**src/design/integer_stack_machine_execute_unit_defines.svh**
```systemverilog
// assertion macros shared by the stack machine execute unit
// no dependencies; included by files that carry concurrent assertions
`ifndef INTEGER_STACK_MACHINE_EXECUTE_UNIT_DEFINES_SVH
`define INTEGER_STACK_MACHINE_EXECUTE_UNIT_DEFINES_SVH

// same-cycle implication, disabled during reset
`define ISM_ASSERT_NOW(label, clk, rst, ante, cons, msg) \
  label: assert property (@(posedge clk) disable iff (rst) (ante) |-> (cons)) else $error(msg);

// next-cycle implication, disabled during reset
`define ISM_ASSERT_NEXT(label, clk, rst, ante, cons, msg) \
  label: assert property (@(posedge clk) disable iff (rst) (ante) |=> (cons)) else $error(msg);

`endif

```
**src/design/ism_pkg.sv**
```systemverilog
// types, codes and sizes for the integer stack machine execute unit
// no dependencies; used by every module of the block
package ism_pkg;

  // sizes
  localparam int STACK_DEPTH  = 16;
  localparam int PROGRAM_SIZE = 256;
  localparam int SP_W         = $clog2(STACK_DEPTH);
  localparam int CNT_W        = $clog2(STACK_DEPTH + 1);
  localparam int PC_W         = 9;
  localparam int DATA_W       = 32;
  localparam int ACT_W        = 4;
  localparam int STAT_W       = 3;
  localparam int QUEUE_DEPTH  = 2;
  localparam int QPTR_W       = $clog2(QUEUE_DEPTH);
  localparam int QCNT_W       = $clog2(QUEUE_DEPTH + 1);

  // raw action codes on the input channel
  localparam logic [ACT_W-1:0] ACT_PUSH = 4'd0;
  localparam logic [ACT_W-1:0] ACT_ADD  = 4'd1;
  localparam logic [ACT_W-1:0] ACT_SUB  = 4'd2;
  localparam logic [ACT_W-1:0] ACT_MUL  = 4'd3;
  localparam logic [ACT_W-1:0] ACT_DIV  = 4'd4;
  localparam logic [ACT_W-1:0] ACT_RET  = 4'd5;
  localparam logic [ACT_W-1:0] ACT_BZ   = 4'd6;
  localparam logic [ACT_W-1:0] ACT_JMP  = 4'd7;

  // decoded operation class
  typedef enum logic [3:0] {
    OP_PUSH,
    OP_ADD,
    OP_SUB,
    OP_MUL,
    OP_DIV,
    OP_RET,
    OP_BZ,
    OP_JMP,
    OP_NOP
  } op_t;

  // result status codes
  typedef enum logic [STAT_W-1:0] {
    ST_RUNNING   = 3'd0,
    ST_RETURNED  = 3'd1,
    ST_UNDERFLOW = 3'd2,
    ST_DIVZERO   = 3'd3,
    ST_ENDED     = 3'd4,
    ST_OVERFLOW  = 3'd5,
    ST_HALTED    = 3'd6
  } status_t;

  // decoded instruction handed from front to back
  typedef struct packed {
    op_t               op;
    logic [DATA_W-1:0] imm;
  } item_t;

  // one result transaction
  typedef struct packed {
    logic [PC_W-1:0]   next_pc;
    status_t           status;
    logic [DATA_W-1:0] return_value;
  } result_t;

  // action code to operation class; unknown codes act as no-op
  function automatic op_t decode_action(input logic [ACT_W-1:0] act);
    op_t op;
    case (act)
      ACT_PUSH: op = OP_PUSH;
      ACT_ADD:  op = OP_ADD;
      ACT_SUB:  op = OP_SUB;
      ACT_MUL:  op = OP_MUL;
      ACT_DIV:  op = OP_DIV;
      ACT_RET:  op = OP_RET;
      ACT_BZ:   op = OP_BZ;
      ACT_JMP:  op = OP_JMP;
      default:  op = OP_NOP;
    endcase
    return op;
  endfunction

endpackage

```
**src/design/ism_front.sv**
```systemverilog
// front end: accepts instruction transactions, decodes them, queues them
// depends on ism_pkg
module ism_front (
  input  logic                        clk,
  input  logic                        rst,
  input  logic                        in_valid,
  output logic                        in_ready,
  input  logic [ism_pkg::ACT_W-1:0]   in_action,
  input  logic [ism_pkg::DATA_W-1:0]  in_imm,
  output logic                        item_valid,
  output ism_pkg::item_t              item,
  input  logic                        item_pop
);

  ism_pkg::item_t                   queue [ism_pkg::QUEUE_DEPTH];
  logic [ism_pkg::QPTR_W-1:0]       wr_ptr;
  logic [ism_pkg::QPTR_W-1:0]       rd_ptr;
  logic [ism_pkg::QCNT_W-1:0]       fill;
  logic                             push;
  logic                             pop;

  assign in_ready   = fill < ism_pkg::QCNT_W'(ism_pkg::QUEUE_DEPTH);
  assign item_valid = fill != '0;
  assign item       = queue[rd_ptr];
  assign push       = in_valid && in_ready;
  assign pop        = item_pop && item_valid;

  // queue storage, decoded on the way in
  always_ff @(posedge clk) begin
    if (push) begin
      queue[wr_ptr] <= '{op: ism_pkg::decode_action(in_action), imm: in_imm};
    end
  end

  // pointers and fill level
  always_ff @(posedge clk) begin
    if (rst) begin
      wr_ptr <= '0;
      rd_ptr <= '0;
      fill   <= '0;
    end else begin
      if (push) wr_ptr <= wr_ptr + 1'b1;
      if (pop)  rd_ptr <= rd_ptr + 1'b1;
      case ({push, pop})
        2'b10:   fill <= fill + 1'b1;
        2'b01:   fill <= fill - 1'b1;
        default: fill <= fill;
      endcase
    end
  end

endmodule

```
**src/design/ism_div.sv**
```systemverilog
// iterative unsigned 32-bit divider, one quotient bit per cycle
// depends on ism_pkg
module ism_div (
  input  logic                        clk,
  input  logic                        rst,
  input  logic                        start,
  input  logic [ism_pkg::DATA_W-1:0]  dividend,
  input  logic [ism_pkg::DATA_W-1:0]  divisor,
  output logic                        done,
  output logic [ism_pkg::DATA_W-1:0]  quotient
);

  localparam int STEP_W = $clog2(ism_pkg::DATA_W);

  logic [ism_pkg::DATA_W:0]    rem;
  logic [ism_pkg::DATA_W-1:0]  dvs;
  logic [STEP_W-1:0]           step;
  logic                        busy;
  logic [ism_pkg::DATA_W:0]    rem_sh;
  logic                        ge;

  // shift in the next dividend bit and trial subtract
  assign rem_sh = {rem[ism_pkg::DATA_W-1:0], quotient[ism_pkg::DATA_W-1]};
  assign ge     = rem_sh >= {1'b0, dvs};

  // datapath
  always_ff @(posedge clk) begin
    if (start) begin
      rem      <= '0;
      dvs      <= divisor;
      quotient <= dividend;
    end else if (busy) begin
      rem      <= ge ? rem_sh - {1'b0, dvs} : rem_sh;
      quotient <= {quotient[ism_pkg::DATA_W-2:0], ge};
    end
  end

  // step counter and completion pulse
  always_ff @(posedge clk) begin
    if (rst) begin
      busy <= 1'b0;
      step <= '0;
      done <= 1'b0;
    end else begin
      done <= 1'b0;
      if (start) begin
        busy <= 1'b1;
        step <= '1;
      end else if (busy) begin
        step <= step - 1'b1;
        if (step == '0) begin
          busy <= 1'b0;
          done <= 1'b1;
        end
      end
    end
  end

endmodule

```
**src/design/ism_exec.sv**
```systemverilog
// back end: runs decoded instructions against the operand stack and pc
// depends on ism_pkg, ism_div and the assertion macro header
`include "integer_stack_machine_execute_unit_defines.svh"

module ism_exec (
  input  logic                        clk,
  input  logic                        rst,
  input  logic                        cfg_wen,
  input  logic [ism_pkg::PC_W-1:0]    cfg_wdata,
  input  logic                        item_valid,
  input  ism_pkg::item_t              item,
  output logic                        item_pop,
  output logic                        res_valid,
  output ism_pkg::result_t            res,
  input  logic                        res_ready
);

  typedef enum logic [3:0] {
    S_IDLE = 4'b0001,
    S_EXEC = 4'b0010,
    S_DIV  = 4'b0100,
    S_WB   = 4'b1000
  } state_t;

  state_t                          state;
  state_t                          state_next;
  logic [ism_pkg::PC_W-1:0]        prog_len;
  logic [ism_pkg::PC_W-1:0]        eff_len;
  logic [ism_pkg::PC_W-1:0]        pc;
  logic [ism_pkg::PC_W-1:0]        pc_next;
  logic [ism_pkg::CNT_W-1:0]       cnt;
  logic [ism_pkg::CNT_W-1:0]       cnt_next;
  logic                            halted;
  ism_pkg::op_t                    op;
  logic [ism_pkg::DATA_W-1:0]      imm;
  logic [ism_pkg::DATA_W-1:0]      stack_mem [ism_pkg::STACK_DEPTH];
  logic [ism_pkg::DATA_W-1:0]      top_q;
  logic [ism_pkg::DATA_W-1:0]      sec_q;
  logic [ism_pkg::CNT_W-1:0]       cnt_m1;
  logic [ism_pkg::CNT_W-1:0]       cnt_m2;
  logic [ism_pkg::SP_W-1:0]        top_idx;
  logic [ism_pkg::SP_W-1:0]        sec_idx;
  logic                            mem_we;
  logic [ism_pkg::SP_W-1:0]        mem_waddr;
  logic [ism_pkg::DATA_W-1:0]      mem_wdata;
  logic [ism_pkg::PC_W-1:0]        target;
  logic [ism_pkg::PC_W-1:0]        pc_inc;
  logic [ism_pkg::DATA_W-1:0]      product;
  ism_pkg::status_t                status;
  logic [ism_pkg::DATA_W-1:0]      rv;
  logic                            res_load;
  logic                            out_free;
  logic                            div_start;
  logic                            div_done;
  logic [ism_pkg::DATA_W-1:0]      quotient;

  // effective program length, capped at the program size
  assign eff_len = (prog_len > ism_pkg::PC_W'(ism_pkg::PROGRAM_SIZE)) ?
                   ism_pkg::PC_W'(ism_pkg::PROGRAM_SIZE) : prog_len;

  // stack indexes for the top two entries
  assign cnt_m1  = cnt - ism_pkg::CNT_W'(1);
  assign cnt_m2  = cnt - ism_pkg::CNT_W'(2);
  assign top_idx = cnt_m1[ism_pkg::SP_W-1:0];
  assign sec_idx = cnt_m2[ism_pkg::SP_W-1:0];
  assign pc_inc  = pc + 1'b1;

  // branch target: negative or out of range lands on the length
  assign target = (imm[ism_pkg::DATA_W-1] ||
                   imm >= {{(ism_pkg::DATA_W-ism_pkg::PC_W){1'b0}}, eff_len}) ?
                  eff_len : imm[ism_pkg::PC_W-1:0];

  // low word of the product only
  assign product  = sec_q * top_q;
  assign out_free = !res_valid || res_ready;
  assign item_pop = (state == S_IDLE) && item_valid;

  // operand stack memory with registered reads of the top two entries
  always_ff @(posedge clk) begin
    if (mem_we) stack_mem[mem_waddr] <= mem_wdata;
    top_q <= stack_mem[top_idx];
    sec_q <= stack_mem[sec_idx];
  end

  // instruction execution and next-state logic
  always_comb begin
    state_next = state;
    pc_next    = pc;
    cnt_next   = cnt;
    status     = ism_pkg::ST_RUNNING;
    rv         = '0;
    mem_we     = 1'b0;
    mem_waddr  = sec_idx;
    mem_wdata  = quotient;
    res_load   = 1'b0;
    div_start  = 1'b0;
    case (state)
      S_IDLE: begin
        if (item_valid) state_next = S_EXEC;
      end
      S_EXEC: begin
        pc_next = pc_inc;
        if (halted) begin
          status = ism_pkg::ST_HALTED;
        end else if (pc >= eff_len) begin
          status = ism_pkg::ST_ENDED;
        end else begin
          case (op)
            ism_pkg::OP_PUSH: begin
              if (cnt >= ism_pkg::CNT_W'(ism_pkg::STACK_DEPTH)) begin
                status = ism_pkg::ST_OVERFLOW;
              end else begin
                mem_waddr = cnt[ism_pkg::SP_W-1:0];
                mem_wdata = imm;
                cnt_next  = cnt + 1'b1;
              end
            end
            ism_pkg::OP_ADD, ism_pkg::OP_SUB, ism_pkg::OP_MUL, ism_pkg::OP_DIV: begin
              if (cnt < ism_pkg::CNT_W'(2)) begin
                status = ism_pkg::ST_UNDERFLOW;
              end else if (op == ism_pkg::OP_DIV) begin
                if (top_q == '0) begin
                  status   = ism_pkg::ST_DIVZERO;
                  cnt_next = cnt_m2;
                end else begin
                  div_start = 1'b1;
                end
              end else begin
                cnt_next = cnt_m1;
                case (op)
                  ism_pkg::OP_ADD: mem_wdata = sec_q + top_q;
                  ism_pkg::OP_SUB: mem_wdata = sec_q - top_q;
                  default:         mem_wdata = product;
                endcase
              end
            end
            ism_pkg::OP_RET: begin
              if (cnt == '0) begin
                status = ism_pkg::ST_UNDERFLOW;
              end else begin
                status   = ism_pkg::ST_RETURNED;
                rv       = top_q;
                cnt_next = cnt_m1;
              end
            end
            ism_pkg::OP_BZ: begin
              if (cnt == '0) begin
                status = ism_pkg::ST_UNDERFLOW;
              end else begin
                cnt_next = cnt_m1;
                if (top_q == '0) pc_next = target;
              end
            end
            ism_pkg::OP_JMP: pc_next = target;
            default: ;
          endcase
        end
        // halting steps keep the pc, clamped to the length when ended
        if (status == ism_pkg::ST_ENDED) begin
          pc_next = (pc > eff_len) ? eff_len : pc;
        end else if (status != ism_pkg::ST_RUNNING) begin
          pc_next = pc;
        end
        if (div_start) begin
          cnt_next   = cnt;
          pc_next    = pc;
          state_next = S_DIV;
        end else if (out_free) begin
          res_load   = 1'b1;
          mem_we     = (cnt_next != cnt) && (status == ism_pkg::ST_RUNNING) &&
                       (op == ism_pkg::OP_PUSH || op == ism_pkg::OP_ADD ||
                        op == ism_pkg::OP_SUB || op == ism_pkg::OP_MUL);
          state_next = S_IDLE;
        end else begin
          cnt_next = cnt;
          pc_next  = pc;
        end
      end
      S_DIV: begin
        if (div_done) state_next = S_WB;
      end
      S_WB: begin
        if (out_free) begin
          res_load   = 1'b1;
          mem_we     = 1'b1;
          cnt_next   = cnt_m1;
          pc_next    = pc_inc;
          state_next = S_IDLE;
        end
      end
      default: state_next = S_IDLE;
    endcase
  end

  // quotient unit
  ism_div u_div (
    .clk      (clk),
    .rst      (rst),
    .start    (div_start),
    .dividend (sec_q),
    .divisor  (top_q),
    .done     (div_done),
    .quotient (quotient)
  );

  // control state
  always_ff @(posedge clk) begin
    if (rst) begin
      state     <= S_IDLE;
      prog_len  <= '0;
      pc        <= '0;
      cnt       <= '0;
      halted    <= 1'b0;
      res_valid <= 1'b0;
    end else begin
      state <= state_next;
      if (cfg_wen) prog_len <= cfg_wdata;
      if (res_load) begin
        pc        <= pc_next;
        cnt       <= cnt_next;
        res_valid <= 1'b1;
        if (status != ism_pkg::ST_RUNNING) halted <= 1'b1;
      end else if (res_ready) begin
        res_valid <= 1'b0;
      end
    end
  end

  // held instruction and result payload
  always_ff @(posedge clk) begin
    if (item_pop) begin
      op  <= item.op;
      imm <= item.imm;
    end
    if (res_load) begin
      res <= '{next_pc: pc_next, status: status, return_value: rv};
    end
  end

  // checks
  `ISM_ASSERT_NOW(a_cnt_range, clk, rst, 1'b1,
                  cnt <= ism_pkg::CNT_W'(ism_pkg::STACK_DEPTH), "stack count above depth")
  `ISM_ASSERT_NEXT(a_halt_sticky, clk, rst, halted, halted,
                   "halted flag cleared without reset")
  `ISM_ASSERT_NEXT(a_halt_on_error, clk, rst, res_load && status != ism_pkg::ST_RUNNING,
                   halted && res.status != ism_pkg::ST_RUNNING,
                   "non-running result did not halt")
  `ISM_ASSERT_NOW(a_div_from_exec, clk, rst, div_start,
                  state == S_EXEC && cnt >= ism_pkg::CNT_W'(2),
                  "divider started without operands")

endmodule

```
**src/design/integer_stack_machine_execute_unit.sv**
```systemverilog
// Integer stack machine execute unit: one instruction transaction in, one result out.
//
// Input channel s_*: s_tuser carries the action code, s_tdata the 32-bit immediate.
// Output channel m_*: m_tuser carries the status, m_tdata the next pc and return value.
// cfg_wen/cfg_wdata write the program length; write it only while the unit is idle.
//
// Instructions pass through a two-entry decode queue into the execute engine, so the
// input keeps accepting while a result waits on m_tready. The engine holds one
// instruction at a time: an idle state pops it from the queue and reads the top two
// stack words, then an execute state runs it and loads the result. An unsigned divide
// also passes through a divide state, which waits on the bit-serial quotient unit, and
// a writeback state before its result is loaded.
//
// Reset empties the queue and the output register and clears the stack count, pc,
// halted flag and program length. After a return, an error or program end the unit
// reports halted for every later instruction until reset. When m_tready stays low
// the result is held, the engine stalls, and the queue fills and drops s_tready.
module integer_stack_machine_execute_unit (
  input  logic        clk,
  input  logic        rst,
  input  logic        s_tvalid,
  output logic        s_tready,
  input  logic [31:0] s_tdata,   // [31:0] immediate
  input  logic [7:0]  s_tuser,   // [3:0] action, [7:4] unused
  output logic        m_tvalid,
  input  logic        m_tready,
  output logic [47:0] m_tdata,   // [8:0] next_pc, [40:9] return_value, [47:41] zero
  output logic [7:0]  m_tuser,   // [2:0] status, [7:3] zero
  input  logic        cfg_wen,
  input  logic [8:0]  cfg_wdata  // program_length
);

  logic              item_valid;
  logic              item_pop;
  ism_pkg::item_t    item;
  ism_pkg::result_t  res;

  // decode and queue
  ism_front u_front (
    .clk        (clk),
    .rst        (rst),
    .in_valid   (s_tvalid),
    .in_ready   (s_tready),
    .in_action  (s_tuser[ism_pkg::ACT_W-1:0]),
    .in_imm     (s_tdata),
    .item_valid (item_valid),
    .item       (item),
    .item_pop   (item_pop)
  );

  // execute
  ism_exec u_exec (
    .clk        (clk),
    .rst        (rst),
    .cfg_wen    (cfg_wen),
    .cfg_wdata  (cfg_wdata),
    .item_valid (item_valid),
    .item       (item),
    .item_pop   (item_pop),
    .res_valid  (m_tvalid),
    .res        (res),
    .res_ready  (m_tready)
  );

  // pack the result transaction
  assign m_tdata = {7'd0, res.return_value, res.next_pc};
  assign m_tuser = {5'd0, res.status};

endmodule
```
**config.mk**
```make
export PLATFORM = sky130hd
export DESIGN_NAME = integer_stack_machine_execute_unit
export DESIGN_NICKNAME = d
export VERILOG_FILES = /design/src/design/ism_pkg.sv /design/src/design/ism_front.sv /design/src/design/ism_div.sv /design/src/design/ism_exec.sv /design/src/design/integer_stack_machine_execute_unit.sv
export VERILOG_INCLUDE_DIRS = /design/src /design/src/design
export SDC_FILE = /design/constraint.sdc
export NUM_CORES = 2
export LEC_CHECK = 0
export BUFFER_PORTS_ARGS = -buffer_cell sky130_fd_sc_hd__buf_2
export CAP_MARGIN = 20
export CORE_UTILIZATION = 54
export CTS_BUF_LIST = sky130_fd_sc_hd__clkbuf_8
export CTS_CLUSTER_DIAMETER = 50
export DETAILED_ROUTE_END_ITERATION = 10
export GPL_TIMING_DRIVEN = 0
export MAX_ROUTING_LAYER = met4
export PLACE_DENSITY = 0.78
export SLEW_MARGIN = 20
export SYNTH_ARGS = -nofsm -noshare
export SYNTH_HDL_FRONTEND = slang
export SYNTH_SLANG_ARGS = --single-unit
```
**constraint.sdc**
```tcl
create_clock -name clk -period 14.86 [get_ports clk]
set_clock_uncertainty 0.2 [all_clocks]
set_input_delay 2.972 -clock clk [delete_from_list [all_inputs] [get_ports clk]]
set_output_delay 2.972 -clock clk [all_outputs]
set_load 0.05 [all_outputs]
```
==> metrics <==
Worst Hold Depth=2; flop2flop setup slack=4.61 ns; main area contributors after synthesis=edfxtp_1 38%, fa_1 14%, mux4_2 13%, dfxtp_1 4.7%, ha_1 4.7%; Die Footprint=108000 um2; first-pass GRT wire length=274000 um; Fin Hold WS=around 0.28 ns; Root Driver=clkbuf_8; Setup crit end kind=flip-flop; die height=329 um; hold-critical path endpoint=u_exec.u_div.rem[30]; register area share after synthesis=0.427; R2R depth=25; Worst-Skew Late Latency=0.89 ns; top_reg_cell synth=edfxtp_1; Max-slew headroom=0.122; Final min period=10.25 ns; Synth Register Bits=864; Fin Setup TNS=0 ns; critical path startpoint category=flip-flop; worst r2r src=u_exec.sec_q[5]; Synth Instances=4589; core area=106000 um2; DRT Pass-1 Iters=11; H-tree level count=4; area leader, netlist=edfxtp_1; max_cap viols=0; Num CTS Buffers=144; routability congestion estimate=approximately 1.1; post-synth top area share=0.379; Area Overhead vs Synth=11.1%; critical path class=reg2reg; post-DR wirelength/cell=29.2 um; residual DRC count=12; synth warn=0; DRT iter0 DRCs=5540; GRT overflow=0; die width=329 um; DRT Wirelength=187000 um; count of buffers from port buffering=94; worst min-delay path startpoint=u_exec.u_div.rem[30]; Critical Path Start=u_exec.sec_q[5]; Netlist cell types=84; initial antenna violation count=10; total setup buffers inserted after CTS=0; Worst-path clk slew=0.07 ns; Post-synth ARST share=0; commonest non-fill, non-tap cell in the layout=edfxtp_1; status=finished with violations; hold crit path type=reg2reg; Final ANT Viol Nets=0; Crit path arrival time=10.56 ns; Slew Limit Fails=0; final setup fails=0; via count=approximately 41000; CTS tree=done; largest net degree at the start of global routing=35; setup ws final=roughly 4.6 ns; CTS Sinks=between 800 and 900; Total GRT Usage=0.364; Rows=about 120; most frequent cells in the layout=728 x edfxtp_1, 509 x inv_1, 458 x nand2_1; CTS Buffer Depth=3; vias in the first global route=41800; vias per cell=6.43; CP required=roughly 15 ns; initial core utilization=0.546; DP HPWL=140000 um; RSZ-0062 raised after global routing=no; failing checks=DRC; worst-margin pin slew=1.31 ns; Post-CTS Hold Buffers=0; cell area after synthesis=57600 um2; post_cts resized=0; Hold Vio Cnt, Final=0; Layout Nets=~5600; layout cells sized above 1=0.160; synthesized area per cell=around 13 um2; IO Pins=between 100 and 150; fin crit share=0.690; reg2reg end=u_exec.stack_mem[8][29]; f_max=97.5 MHz; Post-Place Setup Slack=approximately 4.7 ns; Post-synth EDFFs=approximately 730; crit path max fanout=16
## critical path, stage by stage (launching register included)
cell and delay (ns):
dfxtp_1 0.56, clkbuf_1 0.83, clkbuf_1 0.92, nand2_1 0.18
fa_1 0.44, inv_1 0.07, fa_1 0.41, inv_1 0.08
fa_1 0.43, fa_1 0.50, fa_1 0.54, inv_1 0.05
fa_1 0.45, fa_1 0.56, fa_1 0.44, ha_1 0.30
clkbuf_1 0.27, nand3_1 0.18, nor2_1 0.24, a221o_1 0.23
nand3_1 0.11, and4_1 0.20, or3_1 0.43, xor2_1 0.46
nor3_1 0.13, a2111o_1 0.66
## synthesized netlist by cell type (20+ instances only)
| cell type | n |
|---|---|
| a211oi_1 | 21 |
| a21o_1 | 39 |
| a21oi_1 | 167 |
| a31oi_1 | 20 |
| and2_1 | 346 |
| buf_1 | 29 |
| clkbuf_1 | 229 |
| dfxtp_1 | 136 |
| edfxtp_1 | 728 |
| fa_1 | 410 |
| ha_1 | 215 |
| inv_1 | 459 |
| mux2_2 | 38 |
| mux2i_1 | 39 |
| mux4_2 | 320 |
| nand2_1 | 458 |
| nand2b_1 | 23 |
| nand3_1 | 41 |
| nor2_1 | 172 |
| nor2b_1 | 22 |
| nor3_1 | 51 |
| o21a_1 | 20 |
| o21ai_0 | 135 |
| xnor2_1 | 111 |
| xor2_1 | 70 |
## layer usage
layer  global-route usage  wire length (um)
met5                    -                 0
met1                0.455             65700
met3                0.101             25300
met2                0.540             85100
met4                0.194             11000
## registers in the layout (all words and copies together), names as in the netlist
name and count:
u_exec.cnt 5, u_exec.halted 1, u_exec.imm 32, u_exec.op 4, u_exec.pc 9, u_exec.prog_len 9, u_exec.res 44, u_exec.res_valid 1
u_exec.sec_q 32, u_exec.stack_mem 512, u_exec.state 4, u_exec.top_q 32, u_exec.u_div.busy 1, u_exec.u_div.done 1, u_exec.u_div.dvs 32, u_exec.u_div.quotient 32
u_exec.u_div.rem 32, u_exec.u_div.step 5, u_front.fill 2, u_front.queue 72, u_front.rd_ptr 1, u_front.wr_ptr 1
## worst max path at each step
stage	end	slack, ns
after floorplan	u_exec.stack_mem[0][30]	6.92
after global routing	u_exec.stack_mem[8][29]	4.48
after detailed placement	u_exec.stack_mem[9][31]	4.66
final	u_exec.stack_mem[8][29]	4.61
after CTS	u_exec.stack_mem[0][31]	4.57
after global placement	u_exec.stack_mem[0][30]	4.51
## through the flow
stage / cell area [um2] / utilization / std cells
final: 64000 / 0.606 / 6408
after global routing: 64000 / 0.606 / 6407
after CTS: 63900 / 0.605 / 6398
after detailed placement: 61000 / 0.578 / 6132
after global placement: 59900 / 0.567 / 6085
after floorplan: 57700 / - / 4600
## area by class of cell
class	count	area, um2
well taps	1391	1740
clock inverters	108	742
diodes	6	15.0
fillers	7986	41600
inverters	459	1730
flip-flops and latches	864	24600
multi-input cells	3000	30400
repair buffers	145	1410
clock buffers	158	2170
plain buffers	277	1140
## logic make-up after synthesis
family	count (synthesis)	share of synthesized area
xor gates and xnor gates	181	0.0275
and+or+nand+nor	1228	0.106
DFF	864	0.427
buffers and inverters	736	0.0494
adders and majority gates	626	0.189
muxes	398	0.140
other	1	0.0000651
AOI/OAI and AO/OA	555	0.0610
Power is left out: the tool's default activity adds up to more than one toggle a clock period on the data nets, which glitch-free logic cannot reach.
